## src/hdl/qdq_pkg.sv

```systemverilog
// Shared types, sizes and codes for the multi-queue urgent-front deque.
`timescale 1ns / 1ps
package qdq_pkg;

   localparam int NUM_QUEUES  = 32;
   localparam int QUEUE_DEPTH = 8;
   localparam int TAG_BITS    = 16;

   localparam int QADDR_BITS = (NUM_QUEUES > 1) ? $clog2(NUM_QUEUES) : 1;
   localparam int CNT_BITS   = $clog2(QUEUE_DEPTH + 1);

   // Field widths on the stream ports.
   localparam int QIDX_W   = 5;
   localparam int TAG_W    = 16;
   localparam int COUNT_W  = 4;

   localparam logic OP_ADD  = 1'b0;
   localparam logic OP_TAKE = 1'b1;

   typedef enum logic [1:0] {
      STAT_ADDED = 2'd0,
      STAT_FULL  = 2'd1,
      STAT_TAKEN = 2'd2,
      STAT_EMPTY = 2'd3
   } status_type;

   typedef struct packed {
      logic [TAG_BITS-1:0] tag;
      logic                urgent;
   } entry_type;

   // Slot 0 of a row is the head of the queue.
   typedef entry_type [QUEUE_DEPTH-1:0] row_type;

   typedef struct packed {
      row_type              row;
      logic [CNT_BITS-1:0]  count;
      logic                 write;
      status_type           status;
      entry_type            head;
   } update_type;

endpackage

```

## src/hdl/qdq_row_mem.sv

```systemverilog
// Row store: one wide word per queue holding all of its slots.
`timescale 1ns / 1ps
module qdq_row_mem (
   input  logic                          clock,
   input  logic                          rd_en,
   input  logic [qdq_pkg::QADDR_BITS-1:0] rd_addr,
   output qdq_pkg::row_type              rd_data,
   input  logic                          wr_en,
   input  logic [qdq_pkg::QADDR_BITS-1:0] wr_addr,
   input  qdq_pkg::row_type              wr_data
);

   qdq_pkg::row_type mem [qdq_pkg::NUM_QUEUES];
   qdq_pkg::row_type rd_data_ff;

   always_ff @(posedge clock) begin
      if (wr_en) begin
         mem[wr_addr] <= wr_data;
      end
      if (rd_en) begin
         rd_data_ff <= mem[rd_addr];
      end
   end

   assign rd_data = rd_data_ff;

endmodule

```

## config.mk

```make
export PLATFORM = sky130hd
export DESIGN_NAME = qdq_row_mem
export DESIGN_NICKNAME = d
export VERILOG_FILES = /design/src/hdl/qdq_pkg.sv /design/src/hdl/qdq_row_mem.sv
export SDC_FILE = /design/constraint.sdc
export NUM_CORES = 2
export LEC_CHECK = 0
export BUFFER_PORTS_ARGS = -buffer_cell sky130_fd_sc_hd__buf_2
export CAP_MARGIN = 25
export CORE_ASPECT_RATIO = 0.9
export CORE_MARGIN = 2
export CORE_UTILIZATION = 42
export CTS_BUF_LIST = sky130_fd_sc_hd__clkbuf_4
export DETAILED_ROUTE_END_ITERATION = 8
export GPL_ROUTABILITY_DRIVEN = 0
export HOLD_SLACK_MARGIN = 0.03
export PLACE_DENSITY = 0.66
export SLEW_MARGIN = 20
export SYNTH_ARGS = -nofsm -noshare
export SYNTH_HDL_FRONTEND = slang
export SYNTH_MEMORY_MAX_BITS = 65536
export SYNTH_SLANG_ARGS = --single-unit
```

## constraint.sdc

```tcl
create_clock -name clock -period 14.46 [get_ports clock]
set_input_delay 2.169 -clock clock [delete_from_list [all_inputs] [get_ports clock]]
set_output_delay 2.169 -clock clock [all_outputs]
set_load 0.02 [all_outputs]
```

======== Word-level counts from Yosys, hierarchy flattened ========
Memories as Yosys holds them, arrays and structs flattened. A register that Yosys moved wholly into a read port is not among the register bits.
Index checks and enable logic that the tools add are counted.
operators by class
  multiplexer cells ....................... 2
operator list
  operator  number
  $mux W1   2
word-level totals
  flip-flop bits (word level) ............. 0
  bits of input ports ..................... 149
  memories ................................ 1
  RAM bits ................................ 4352
memory list
  name  words  width  read ports  clocked after memory_dff  wr ports  line               RTL
  mem   32     136    1           1                         1         qdq_row_mem.sv:13  qdq_pkg::row_type mem [qdq_pkg::NUM_QUEUES];

======== Logic depth before layout (Yosys ltp) ========
  depth after elaboration ................. 2
  mapped depth ............................ 9

======== Worst setup path before layout ========
OpenSTA, ideal clock, no wires.
  path kind ............................... input-to-reg
  start point ............................. input port wr_addr[1] in the netlist's numbering
  end point ............................... memory mem[12][0] in the netlist's numbering (enable)
  library setup time ...................... 0.633 ns
  path buffers ............................ 1
  cell stages on the path ................. 3
  data arrival time ....................... 8.481 ns
  required time ........................... 13.827 ns
  setup slack ............................. 5.346 ns
  path through ............................ or3b_2 > clkbuf_1 > nor2_1
RTL lines
  item         line               RTL
  from (decl)  qdq_row_mem.sv:9   input logic [qdq_pkg::QADDR_BITS-1:0] wr_addr,
  to (decl)    qdq_row_mem.sv:13
Straight into the memory's write port.

==> impl_metrics.tcl <==
set metrics [dict create \
    grt_max_degree 155 \
    clk_latency_ps 1660 \
    coreArea_mm2 0.395 \
    antenna_found_initial 96 \
    numPortBuffers 284 \
    rsz0062_at_grt "no" \
    drt_iter0_markers 10700 \
    ys_ff_latch 4488 \
    wl_per_cell_um 31.4 \
    synth_flop_cell "edfxtp_1" \
    synthTopCellsByCount "edfxtp_1, mux4_2, o22ai_1" \
    fin_ws_ps 9160 \
    max_cap_violations 0 \
    fmax_ghz 0.189 \
    yosys-top-cells-area "edfxtp_1, mux4_2, mux2i_1" \
    worst_pin_slew_ps 1150 \
    hold_path_end "rd_data[34]" \
    firstDrtPassIters 8 \
    postLayoutCoreUtil_pct 47.6 \
    synth-edff-count 4488 \
    hold_class "flip-flop to flip-flop" \
    drive_gt1_share_pct 35.6 \
    ant_nets 0 \
    io_pins 285 \
    slew_viol_final 0 \
    drcViolationCount 0 \
    syn-cell-area_mm2 0.167 \
    required_ps 15720 \
    hold_viol 0 \
    worstReg2RegEnd "rd_data[10]" \
    numCtsBuffers 1182 \
    die_width_um 668 \
    area_growth_pct 12.9 \
    root_buffer "clkbuf_4" \
    min_path_cells 4 \
    wirelength_mm 449 \
    synth_top_area_cell "edfxtp_1" \
    dp_slack_ps 7220 \
    peakVddDrop_v 0.0000910 \
    hp-start "mem[25][34]" \
    netlist_instances 6993 \
    cts_num_sinks 4488 \
    synth_top_area_share_pct 80.8 \
    critPathArrivalTime_ps 6560 \
    die-area_mm2 0.402 \
    cts-resized-gates 0 \
    min_period_ps 5300 \
    synth_most_common_cell "edfxtp_1" \
    grt_pass1_wl_mm 630 \
    r2r_slack_ps 12290 \
    grt_overflow 0 \
    grt_pass1_vias 86200 \
    start_util_pct 42.2 \
    setup-tns-final_ps 0 \
    fin_cells 14300 \
    r2r_cells 3 \
    critical_path_class "input port to flip-flop" \
    clkTransAtPathRegs_ps 60 \
    via_count 84900 \
    cellLeakagePower_nw 59.9 \
    fp-row-count 219 \
    dp_hpwl_mm 209 \
    ys_warn_count 0 \
    cp-start-kind "input port" \
    setup_violations 0 \
    htreeDepth 7 \
    dp.cells 12400 \
    finClkSkew_ps 188 \
    end_kind "flip-flop" \
    status "completed" \
    power_density_mw_per_mm2 138 \
    syn_avg_cell_area_um2 23.8 \
    synth_cell_types 29 \
    cts_hold_repair.buffers 0 \
    synth_fp_nets 7142 \
    die_y_um 602 \
    clock_path_buffers 5 \
    final_nets 8403 \
    postCtsSetupBuffers 0 \
    cts_tree "yes" \
    via_per_inst 5.94 \
    yosysSeqAreaShare_pct 80.8 \
    r2r_start "mem[30][10]" \
    crit_fanout 96 \
    async_flop_share_pct 0 \
    relSlewSlack_pct 23.1 \
    grt_use_total_pct 22.3 \
    fin_crit_sh_pct 36.7 \
]
==> cells by family after synthesis <==
logic type | after synthesis | synth area share, %
AND/OR/NAND/NOR | 272 | 0.923
flip-flops | 4488 | 80.8
AO/OA/AOI/OAI | 616 | 2.47
buffers and inverters | 385 | 1.30
multiplexers | 1232 | 14.5
==> layout by cell type, fill, tap and decap left out, types with 29 or more instances in the layout <==
master	n
buf_12	31
nor4_1	92
a22oi_1	216
edfxtp_1	4488
mux4_2	944
clkbuf_4	1637
clkinv_1	148
buf_4	143
diode_2	48
nor2_4	35
nand4_1	36
o22ai_1	400
buf_2	281
inv_2	29
clkinv_2	30
nand3_1	74
mux2i_1	288
==> per-layer routing <==
metal	track usage, %	wire [um]
met4	8.46	11500
met5	0	264
met2	35.3	219000
met3	5.03	45000
met1	30.3	173000
==> through the flow <==
step	area [um^2]	hold WS, ps	power, mW
6_report	188000	725	25.9
3_5_place_dp	175000	745	16.1
2_1_floorplan	167000	724	15.5
5_1_grt	188000	752	26.9
4_1_cts	188000	718	26.2
3_3_place_gp	175000	746	16.0
==> how the worst max path moves through the flow <==
stage	startpoint	to	cells after the start
after CTS	rd_addr[0]	rd_data[120]	8
after detailed placement	rd_addr[0]	rd_data[125]	8
after global placement	rd_addr[0]	rd_data[119]	8
final	rd_addr[0]	rd_data[134]	9
after floorplan	wr_addr[1]	mem[12][0]	3
after global routing	rd_addr[0]	rd_data[134]	9
==> registers in the layout, summed over array words and instances (netlist names) <==
register / cells
mem: 4352
rd_data: 136
==> critical path, cell delays in order <==
cell and delay (ps):
buf_12 390, buf_12 660, buf_4 740, buf_4 700, buf_4 480, buf_16 300, mux4_2 550, o22ai_1 190
nor4_1 110
==> area by class of cell <==
cell class              count  area, um^2
flip-flops and latches   4488      135000
well taps                5304        6640
clock buffers            1637       12300
clock inverters           221        1030
diodes                     48         120
multi-input cells        2120       30200
fillers                 32000      207000
repair buffers            462        3250
==> power breakdown <==
group / switching, mW / internal [mW]
sequential: 0.0715 / 14.5
combinational: 0.762 / 0.422
clock: 4.88 / 5.26
(Power assumes the default switching activity.)
