$ cat config.mk
export PLATFORM = sky130hd
export DESIGN_NAME = qdq_count_mem
export DESIGN_NICKNAME = d
export VERILOG_FILES = /design/src/hdl/qdq_pkg.sv /design/src/hdl/qdq_count_mem.sv
export SDC_FILE = /design/constraint.sdc
export NUM_CORES = 1
export LEC_CHECK = 0
export BUFFER_PORTS_ARGS = -buffer_cell sky130_fd_sc_hd__buf_2
export CELL_PAD_IN_SITES_DETAIL_PLACEMENT = 1
export CELL_PAD_IN_SITES_GLOBAL_PLACEMENT = 2
export CORE_MARGIN = 3
export CORE_UTILIZATION = 46
export CTS_BUF_LIST = sky130_fd_sc_hd__clkbuf_4 sky130_fd_sc_hd__clkbuf_8
export DETAILED_ROUTE_END_ITERATION = 10
export PLACE_DENSITY = 0.8
export REMOVE_ABC_BUFFERS = 1
export SLEW_MARGIN = 40
export SYNTH_ARGS = -nofsm -noshare
export SYNTH_HDL_FRONTEND = slang
export SYNTH_SLANG_ARGS = --single-unit
$ cat constraint.sdc
create_clock -name clock -period 3.65 [get_ports clock]
set_input_delay 0.73 -clock clock [delete_from_list [all_inputs] [get_ports clock]]
set_output_delay 0.73 -clock clock [all_outputs]
set_load 0.01 [all_outputs]
$ cat src/hdl/qdq_pkg.sv
// Shared types, sizes and codes for the multi-queue urgent-front deque.
`timescale 1ns / 1ps
package qdq_pkg;

   localparam int NUM_QUEUES  = 32;
   localparam int QUEUE_DEPTH = 8;
   localparam int TAG_BITS    = 16;

   localparam int QADDR_BITS = (NUM_QUEUES > 1) ? $clog2(NUM_QUEUES) : 1;
   localparam int CNT_BITS   = $clog2(QUEUE_DEPTH + 1);

   // Field widths on the stream ports.
   localparam int QIDX_W   = 5;
   localparam int TAG_W    = 16;
   localparam int COUNT_W  = 4;

   localparam logic OP_ADD  = 1'b0;
   localparam logic OP_TAKE = 1'b1;

   typedef enum logic [1:0] {
      STAT_ADDED = 2'd0,
      STAT_FULL  = 2'd1,
      STAT_TAKEN = 2'd2,
      STAT_EMPTY = 2'd3
   } status_type;

   typedef struct packed {
      logic [TAG_BITS-1:0] tag;
      logic                urgent;
   } entry_type;

   // Slot 0 of a row is the head of the queue.
   typedef entry_type [QUEUE_DEPTH-1:0] row_type;

   typedef struct packed {
      row_type              row;
      logic [CNT_BITS-1:0]  count;
      logic                 write;
      status_type           status;
      entry_type            head;
   } update_type;

endpackage

$ cat src/hdl/qdq_count_mem.sv
// Per-queue fill counts; a queue never written reads as empty.
`timescale 1ns / 1ps
module qdq_count_mem (
   input  logic                          clock,
   input  logic                          reset,
   input  logic                          rd_en,
   input  logic [qdq_pkg::QADDR_BITS-1:0] rd_addr,
   output logic [qdq_pkg::CNT_BITS-1:0]   rd_data,
   input  logic                          wr_en,
   input  logic [qdq_pkg::QADDR_BITS-1:0] wr_addr,
   input  logic [qdq_pkg::CNT_BITS-1:0]   wr_data
);

   logic [qdq_pkg::CNT_BITS-1:0]   mem [qdq_pkg::NUM_QUEUES];
   logic [qdq_pkg::NUM_QUEUES-1:0] valid_ff;
   logic [qdq_pkg::CNT_BITS-1:0]   rd_data_ff;

   always_ff @(posedge clock) begin
      if (wr_en) begin
         mem[wr_addr] <= wr_data;
      end
      if (rd_en) begin
         rd_data_ff <= valid_ff[rd_addr] ? mem[rd_addr] : '0;
      end
   end

   always_ff @(posedge clock) begin
      if (reset) begin
         valid_ff <= '0;
      end else if (wr_en) begin
         valid_ff[wr_addr] <= 1'b1;
      end
   end

   assign rd_data = rd_data_ff;

endmodule

== Yosys cells after proc, flatten, opt, wreduce, memory -nomap -nowiden ==
Memory sizes are Yosys's and may differ from the RTL's. A register that Yosys moved wholly into a read port is not among the register bits.
Index checks and enable logic that the tools add are counted.

* Order comparisons: 3
* Multiplexer cells: 6
* Bitwise operators: 1
* Reductions and logical operators: 2

{| class="wikitable"
|+ Operator list
! operator !! number
|-
| $or A32 B32 Y32 || 1
|-
| $lt A5 B6 Y1 const B || 2
|-
| $bmux W1 S5 || 1
|-
| $demux W1 S5 || 1
|-
| $ge A5 B1 Y1 const B || 1
|-
| $mux W1 || 4
|-
| $logic_and A1 B1 Y1 || 1
|-
| $logic_not A1 Y1 || 1
|}

* Register bits: 32
* Memory bits (writable): 128
* Output and inout port bits: 4
* Word-level logic and storage cells: 14
* Memories kept: 1

{| class="wikitable"
|+ Memory list
! memory !! words !! bits a word !! rd ports !! clocked after Yosys merged registers in !! wr ports !! RTL line !! source
|-
| mem || 32 || 4 || 1 || 1 || 1 || qdq_count_mem.sv:14 || <nowiki>logic [qdq_pkg::CNT_BITS-1:0] mem [qdq_pkg::NUM_QUEUES];</nowiki>
|}

== Depth between registers and ports, before layout ==
Gate-level depths: netlist of the first run.

* Depth after elaboration: 5
* Mapped depth: 8
* Mapped depth without buffers: 5

== Worst setup path after synthesis of the first run ==
Ideal clock, no wire load.

* Path kind: input port to flip-flop
* Start: in rd_addr[0] in the netlist's numbering
* End: reg rd_data_ff, in the netlist rd_data[0], read port of mem, data pin
* Data arrival time: 2128 ps
* Data required time: 3381 ps
* Path slack: 1253 ps
* Stages: 6
* Path through: buf_6 buf_6 mux4_2 or3b_2 a21oi_1 a311oi_1

* Word-level cells in the longest chain between the ends: 3

{| class="wikitable"
|+ Ends and longest elaborated chain
! item !! RTL line !! source
|-
| start: declaration || qdq_count_mem.sv:7 || <nowiki>input logic [qdq_pkg::QADDR_BITS-1:0] rd_addr,</nowiki>
|-
| $bmux W1 S5 || qdq_count_mem.sv:23 || <nowiki>rd_data_ff <= valid_ff[rd_addr] ? mem[rd_addr] : '0;</nowiki>
|-
| $mux W1 (implied by the code) || qdq_count_mem.sv:23 ||
|-
| $logic_not A1 Y1 (no source line) || - ||
|-
| end: declaration || qdq_count_mem.sv:16 || <nowiki>logic [qdq_pkg::CNT_BITS-1:0] rd_data_ff;</nowiki>
|}

Parallel ways exist; a longest one is shown, timed or not. The select of a mux whose other input is x is not followed.
A chain may end at the register's enable or synchronous reset.

== Worst setup path in the final report of the first run ==
* Start: in rd_addr[1] in the netlist's numbering
* End: reg rd_data_ff, in the netlist rd_data[0], read port of mem, data pin

Same word-level chain as after synthesis.

==> results.sh, run 1 <==
export IMPL_status="completed"
export IMPL_clock_sinks=164
export IMPL_setup_viol=0
export IMPL_path_clk_slew_ns=0.08
export IMPL_root_buffer="clkbuf_8"
export IMPL_tightest_slew_ns=0.649
export IMPL_cts_path_max_buffers=2
export IMPL_overflow=0
export IMPL_yosys_area_share_adder_pct=0
export IMPL_num_io_pins=22
export IMPL_yosysUniqueCellTypes=26
export IMPL_synthFlopType="edfxtp_1"
export IMPL_arrival_ns=2.63
export IMPL_tns_ns=0
export IMPL_firstDrtPassIters=4
export IMPL_min_period_over_period_pct=67.3
export IMPL_rrSetupSlack_ns=1.69
export IMPL_track_usage_pct=19.3
export IMPL_grt_pass1_wl_mm=22.0
export IMPL_fp_dieArea_sq_um=15600
export IMPL_rr_worst_depth=4
export IMPL_synth_compound_gate_area_share_pct=4.24
export IMPL_antenna_cells=0
export IMPL_worstHoldPathCells=2
export IMPL_finalClockSkew_ns=0.0127
export IMPL_drtIter0Drc=239
export IMPL_peakVddDrop_mv=0.267
export IMPL_ys_ff_latch=164
export IMPL_synth_mux_area_share_pct=14.7
export IMPL_critPathRequiredTime_ns=3.82
export IMPL_syn2layout_area_growth_pct=9.32
export IMPL_antenna_found_initial=0
export IMPL_cp_max_fo=19
export IMPL_hold_violations=0
export IMPL_grt_start_max_net_pins=33
export IMPL_cts_resized=0
export IMPL_dp_slack_ns=0.561
export IMPL_yosysSeqAreaShare_pct=70.9
export IMPL_start_kind="input pin"
export IMPL_avgSynthCellArea_sq_um=16.2
export IMPL_synthArstFlopShare_pct=0
export IMPL_hpwlAfterDp_mm=9.64
export IMPL_synth_top_family_by_area="multiplexers"
export IMPL_drtAntennaViolNets=0
export IMPL_drt_total_wl_mm=14.3
export IMPL_syn_area_sq_um=6500
export IMPL_fp_dieW_um=125
export IMPL_leakage_uw=0.00240
export IMPL_rsz0062_at_grt="no"
export IMPL_htreeDepth=4
export IMPL_slew_viol_final=0
export IMPL_finalCriticalPeriod_ns=2.46
export IMPL_nNetsFinal=445
export IMPL_fin_ws_ns=1.19
export IMPL_vias_per_cell=5.72
export IMPL_port_buffers=21
export IMPL_hp_start="valid_ff[6]"
export IMPL_grt_pass1_vias=3675
export IMPL_hold_ws_ns=0.474
export IMPL_cp_end_kind="flop"
export IMPL_yosysWarnings=0
export IMPL_post_cts_buffers=0
export IMPL_ctsHoldBuffers=0
export IMPL_layout_drive_gt1_share_pct=19.8
export IMPL_core_area_sq_um=13500
export IMPL_max_cap_viol_count=0
export IMPL_clock_fmax_mhz=407
export IMPL_netlist_instances=401
export IMPL_cts_tree="yes"
export IMPL_drc_errors=0
export IMPL_p_per_area_nw_per_um2=488
export IMPL_rows=42
export IMPL_hold_path_endpoint="valid_ff[6]"
export IMPL_initial_core_util_pct=48.1
export IMPL_synth_edf_count=132
export IMPL_insertion_delay_ns=0.45
export IMPL_fp_dieH_um=125
export IMPL_worst_r2r_endpoint="rd_data[0]"
export IMPL_worstReg2RegStart="valid_ff[3]"
export IMPL_synth_simple_gate_area_share_pct=8.16
export IMPL_synth_xor_area_share_pct=0
export IMPL_relSlewSlack_pct=56.7
export IMPL_vias=3518
export IMPL_cts_buffers=17
export IMPL_min_path_type="flop to flop"
export IMPL_critPathKind="input pin to flop"
export IMPL_wl_per_cell_um=23.2
export IMPL_gp_congestion=0.740
## how the worst max path moves through the flow
stage | startpoint | endpoint | slack, ns | cells past startpoint
after CTS | rd_addr[1] | rd_data[1] | 1.06 | 6
after global routing | rd_addr[1] | rd_data[2] | 1.02 | 6
after global placement | rd_addr[2] | rd_data[1] | 0.70 | 6
final | rd_addr[1] | rd_data[0] | 1.19 | 5
after floorplan | rd_addr[2] | rd_data[0] | 1.34 | 5
after detailed placement | rd_addr[1] | rd_data[1] | 0.56 | 6
## worst max-delay path: stages
cell and delay (ns):
buf_2 0.42, mux4_1 0.64, mux4_2 0.54, mux2i_4 0.22, a311oi_1 0.08
## cell families (layout without fill, tap and decap cells)
logic type,Yosys count,count (layout)
buffers and inverters,19,57
AO/OA/AOI/OAI,36,36
flip-flops,164,164
AND/OR/NAND/NOR,121,121
multiplexers,61,61
## layer usage
metal  track usage [%]  wire length, um  up-vias
met5                 0                0        -
met4              5.55              111        0
met3              4.93              762        7
met2              30.0             6980       91
met1              27.2             6440     1819
li1                  -                -     1601
## final cells by class
class	instances	area, sq um
clock buffer	19	249
clock inverter	12	115
fill	1284	6400
inverter	1	3.75
multi-input combinational	218	1760
sequential	164	4600
tap	176	220
timing repair buffer	25	148
## sequential cells by signal, indices dropped and copies added (netlist names)
register,cells
rd_data,4
valid_ff,32
mem,128
## cells in the final DEF (no fill, tap or decap), drive strengths merged
cell / n
edfxtp: 132
nor2: 98
mux2i: 36
dfxtp: 32
buf: 25
mux4: 25
clkbuf: 19
a221oi: 16
clkinv: 8
or3b: 7
nand3b: 5
a22oi: 4
o21ai: 4
or2: 4
a21o: 4
a21oi: 4
a311oi: 4
clkinvlp: 3
nand3: 2
bufinv: 2
nor2b: 2
nand2: 1
or3: 1
and2: 1
## power breakdown
part / internal (uW) / total, uW / leakage (uW) / switching (uW)
combinational: 71.7 / 199 / 0.000764 / 128
sequential: 2040 / 2050 / 0.00145 / 7.64
clock: 606 / 1220 / 0.000183 / 612
total: 2720 / 3460 / 0.00240 / 747
## cells in the mapped netlist, types with 2 or more instances
master / instances / area share (%)
edfxtp_1: 132 / 61
nor2_1: 98 / 5.7
mux2i_1: 35 / 5.4
dfxtp_1: 32 / 9.9
mux4_2: 20 / 6.9
a221oi_1: 16 / 2.2
clkbuf_1: 7 / 0.40
or3b_2: 7 / 0.94
buf_6: 6 / 1.0
mux4_1: 5 / 2.0
nand3b_1: 5 / 0.58
a21o_1: 4 / 0.46
a21oi_1: 4 / 0.31
a22oi_1: 4 / 0.46
a311oi_1: 4 / 0.54
buf_2: 4 / 0.31
o21ai_0: 4 / 0.31
or2_2: 4 / 0.39
nand3_1: 2 / 0.15
nor2b_1: 2 / 0.19
## stage by stage
| step | total power [uW] | instances | utilization, % | area, sq um |
|---|---|---|---|---|
| floorplan | 2180 | 383 | - | 6370 |
| global placement | 2280 | 584 | 49.9 | 6740 |
| detailed placement | 2290 | 584 | 49.9 | 6740 |
| CTS | 3500 | 615 | 52.6 | 7100 |
| global route | 3600 | 615 | 52.6 | 7100 |
| finish | 3460 | 615 | 52.6 | 7100 |
Note: power is estimated with default switching activity, not from simulation.
==> inputs of run 2 (changes only) <==
--- a/config.mk
+++ b/config.mk
@@ -5,14 +5,15 @@
 export SDC_FILE = /design/constraint.sdc
 export NUM_CORES = 1
 export LEC_CHECK = 0
+export ABC_AREA = 1
 export BUFFER_PORTS_ARGS = -buffer_cell sky130_fd_sc_hd__buf_2
 export CELL_PAD_IN_SITES_DETAIL_PLACEMENT = 1
 export CELL_PAD_IN_SITES_GLOBAL_PLACEMENT = 2
 export CORE_MARGIN = 3
-export CORE_UTILIZATION = 46
+export CORE_UTILIZATION = 37
 export CTS_BUF_LIST = sky130_fd_sc_hd__clkbuf_4 sky130_fd_sc_hd__clkbuf_8
 export DETAILED_ROUTE_END_ITERATION = 10
-export PLACE_DENSITY = 0.8
+export PLACE_DENSITY = 0.78
 export REMOVE_ABC_BUFFERS = 1
 export SLEW_MARGIN = 40
 export SYNTH_ARGS = -nofsm -noshare
==> constraint.sdc (replaced) <==
create_clock -name clock -period 2.2 [get_ports clock]
set_input_delay 0.44 -clock clock [delete_from_list [all_inputs] [get_ports clock]]
set_output_delay 0.44 -clock clock [all_outputs]
set_load 0.01 [all_outputs]
==> results.sh, run 2 <==
export IMPL_status="completed"
export IMPL_max_cap_viol_count=0
export IMPL_nNetsFinal=765
export IMPL_leakage_uw=0.00307
export IMPL_critPathKind="input pin to flop"
export IMPL_synthFlopType="edfxtp_1"
export IMPL_min_path_type="input pin to flop"
export IMPL_synth_top_cell_area_share_pct=57.0
export IMPL_ctsHoldBuffers=0
export IMPL_synthArstFlopShare_pct=0
export IMPL_ys_top_cells_by_count="228 x nand2_1, 132 x edfxtp_1, 116 x nor2_1"
export IMPL_grt_start_max_net_pins=45
export IMPL_slew_viol_final=0
export IMPL_critPathRequiredTime_ns=2.52
export IMPL_cp_max_fo=26
export IMPL_yosysMostFrequentCell="nand2_1"
export IMPL_syn_area_sq_um=6960
export IMPL_grt_pass1_wl_mm=28.8
export IMPL_syn2layout_area_growth_pct=11.3
export IMPL_relSlewSlack_pct=50.6
export IMPL_worstSetupEndpoint="rd_data[0]"
export IMPL_yosysSeqAreaShare_pct=66.2
export IMPL_clock_sinks=164
export IMPL_fp_dieH_um=143
export IMPL_arrival_ns=1.81
export IMPL_gp_congestion=0.789
export IMPL_rr_worst_depth=8
export IMPL_cts_resized=0
export IMPL_synth_edf_count=132
export IMPL_rrSetupSlack_ns=0.90
export IMPL_cts_path_max_buffers=2
export IMPL_fp_dieArea_sq_um=20500
export IMPL_p_per_area_nw_per_um2=815
export IMPL_final_util_pct=42.5
export IMPL_cp_end_kind="flop"
export IMPL_mostFrequentLayoutCells="228 x nand2_1, 132 x edfxtp_1, 116 x nor2_1"
export IMPL_avgSynthCellArea_sq_um=9.57
export IMPL_cts_tree="yes"
export IMPL_top_register="mem"
export IMPL_post_cts_buffers=0
export IMPL_antenna_cells=0
export IMPL_worstReg2RegStart="mem[12][0]"
export IMPL_finalClockSkew_ns=0.0102
export IMPL_largest_reg_flops=128
export IMPL_layout_drive_gt1_share_pct=8.95
export IMPL_drtAntennaViolNets=0
export IMPL_firstDrtPassIters=5
export IMPL_worst_setup_path_startpoint="rd_addr[0]"
export IMPL_hold_violations=0
export IMPL_yosys_top_cells_area="edfxtp_1 57%, nand2_1 12%, dfxtp_1 9.2%"
export IMPL_synth_top_cell_by_area="edfxtp_1"
export IMPL_drc_errors=0
export IMPL_vias=4921
export IMPL_initial_core_util_pct=38.2
export IMPL_vias_per_cell=4.98
export IMPL_fillers=2064
export IMPL_finalCriticalPeriod_ns=1.49
export IMPL_root_buffer="clkbuf_8"
export IMPL_num_io_pins=22
export IMPL_yosysWarnings=0
export IMPL_overflow=0
export IMPL_wl_per_cell_um=18.5
export IMPL_fp_dieW_um=143
export IMPL_path_clk_slew_ns=0.08
export IMPL_core_area_sq_um=18200
export IMPL_port_buffers=21
export IMPL_netlist_instances=727
export IMPL_start_kind="input pin"
export IMPL_final_common_cell="nand2_1"
export IMPL_peakVddDrop_mv=0.357
export IMPL_clock_fmax_mhz=669
export IMPL_worst_r2r_endpoint="rd_data[0]"
export IMPL_drtIter0Drc=260
export IMPL_rsz0062_at_grt="no"
export IMPL_drt_total_wl_mm=18.3
export IMPL_htreeDepth=4
export IMPL_hpwlAfterDp_mm=12.0
export IMPL_insertion_delay_ns=0.46
export IMPL_tightest_slew_ns=0.741
export IMPL_min_period_over_period_pct=67.9
export IMPL_antenna_found_initial=1
export IMPL_setup_viol=0
export IMPL_rows=49
export IMPL_track_usage_pct=19.1
export IMPL_yosysUniqueCellTypes=17
export IMPL_cts_buffers=17
export IMPL_tns_ns=0
export IMPL_ys_ff_latch=164
export IMPL_grt_pass1_vias=5249
run 2: changes by cell type in the layout (fill, tap and decap cells not counted), moves of 5 or more:
| cell | change |
|---|---|
| nand3_1 | +100 |
| nor2_1 | +18 |
| mux4_2 | -20 |
| nor3_1 | +12 |
| nand2_1 | +227 |
| mux4_1 | -5 |
| inv_1 | +60 |
| nand3b_1 | -5 |
| buf_4 | +6 |
| or3b_2 | -7 |
| mux2i_1 | -35 |
| a221oi_1 | -16 |
run 2: worst min-delay path by stage:
stage	from	to	cells past startpoint
4_1_cts	rd_en	rd_data[1]	1
6_report	rd_en	rd_data[1]	1
2_1_floorplan	valid_ff[11]	valid_ff[11]	2
3_3_place_gp	valid_ff[5]	valid_ff[5]	2
3_5_place_dp	valid_ff[15]	valid_ff[15]	2
5_1_grt	rd_en	rd_data[1]	1
run 2: logic make-up (layout without fill, tap and decap cells):
group                  Yosys count  in the layout  share of synthesized area [%]
AND/OR/NAND/NOR                459            459                           26.8
flip-flops                     164            164                           66.2
buffers and inverters           96            129                           6.40
AO/OA/AOI/OAI                    8              8                          0.575
run 2: cell type report:
class	instances	area, sq um	share of cell area, %
tap	229	287	3.70
sequential	164	4600	59.5
inverter	63	241	3.12
multi-input combinational	467	1910	24.6
timing repair buffer	34	253	3.26
clock buffer	18	241	3.12
clock inverter	14	210	2.71
run 2: per-stage QoR:
step | area [sq um] | cells | total power [uW] | setup slack, ns | hold WS [ns]
final | 7740 | 989 | 6310 | 0.705 | 0.258
after global routing | 7740 | 989 | 6580 | 0.554 | 0.229
after CTS | 7740 | 989 | 6390 | 0.680 | 0.232
after detailed placement | 7290 | 957 | 3920 | 0.236 | 0.459
after global placement | 7290 | 957 | 3910 | 0.272 | 0.449
after floorplan | 6750 | 694 | 3670 | 0.695 | 0.440
run 2: layer usage:
metal	share of wire, %	GRT usage [%]
met5	0.071	0
met3	4.1	3.72
met2	50	33.3
met1	44	23.9
met4	1.8	6.15
run 2: critical path, stage by stage:
cell and delay (ns):
buf_2 0.18, buf_4 0.33, buf_4 0.23, nand2_1 0.06
nand3_1 0.07, nand3_1 0.08, nand2_1 0.07, nand2_1 0.05
nand3_1 0.09, nand2_2 0.08, nor2_1 0.11
run 2: report_power, final:
| part | internal [uW] | total, uW | switching [uW] |
|---|---|---|---|
| Sequential | 3390 | 3400 | 13.8 |
| Clock | 1360 | 2470 | 1110 |
| Combinational | 123 | 441 | 318 |
| Total | 4870 | 6310 | 1450 |
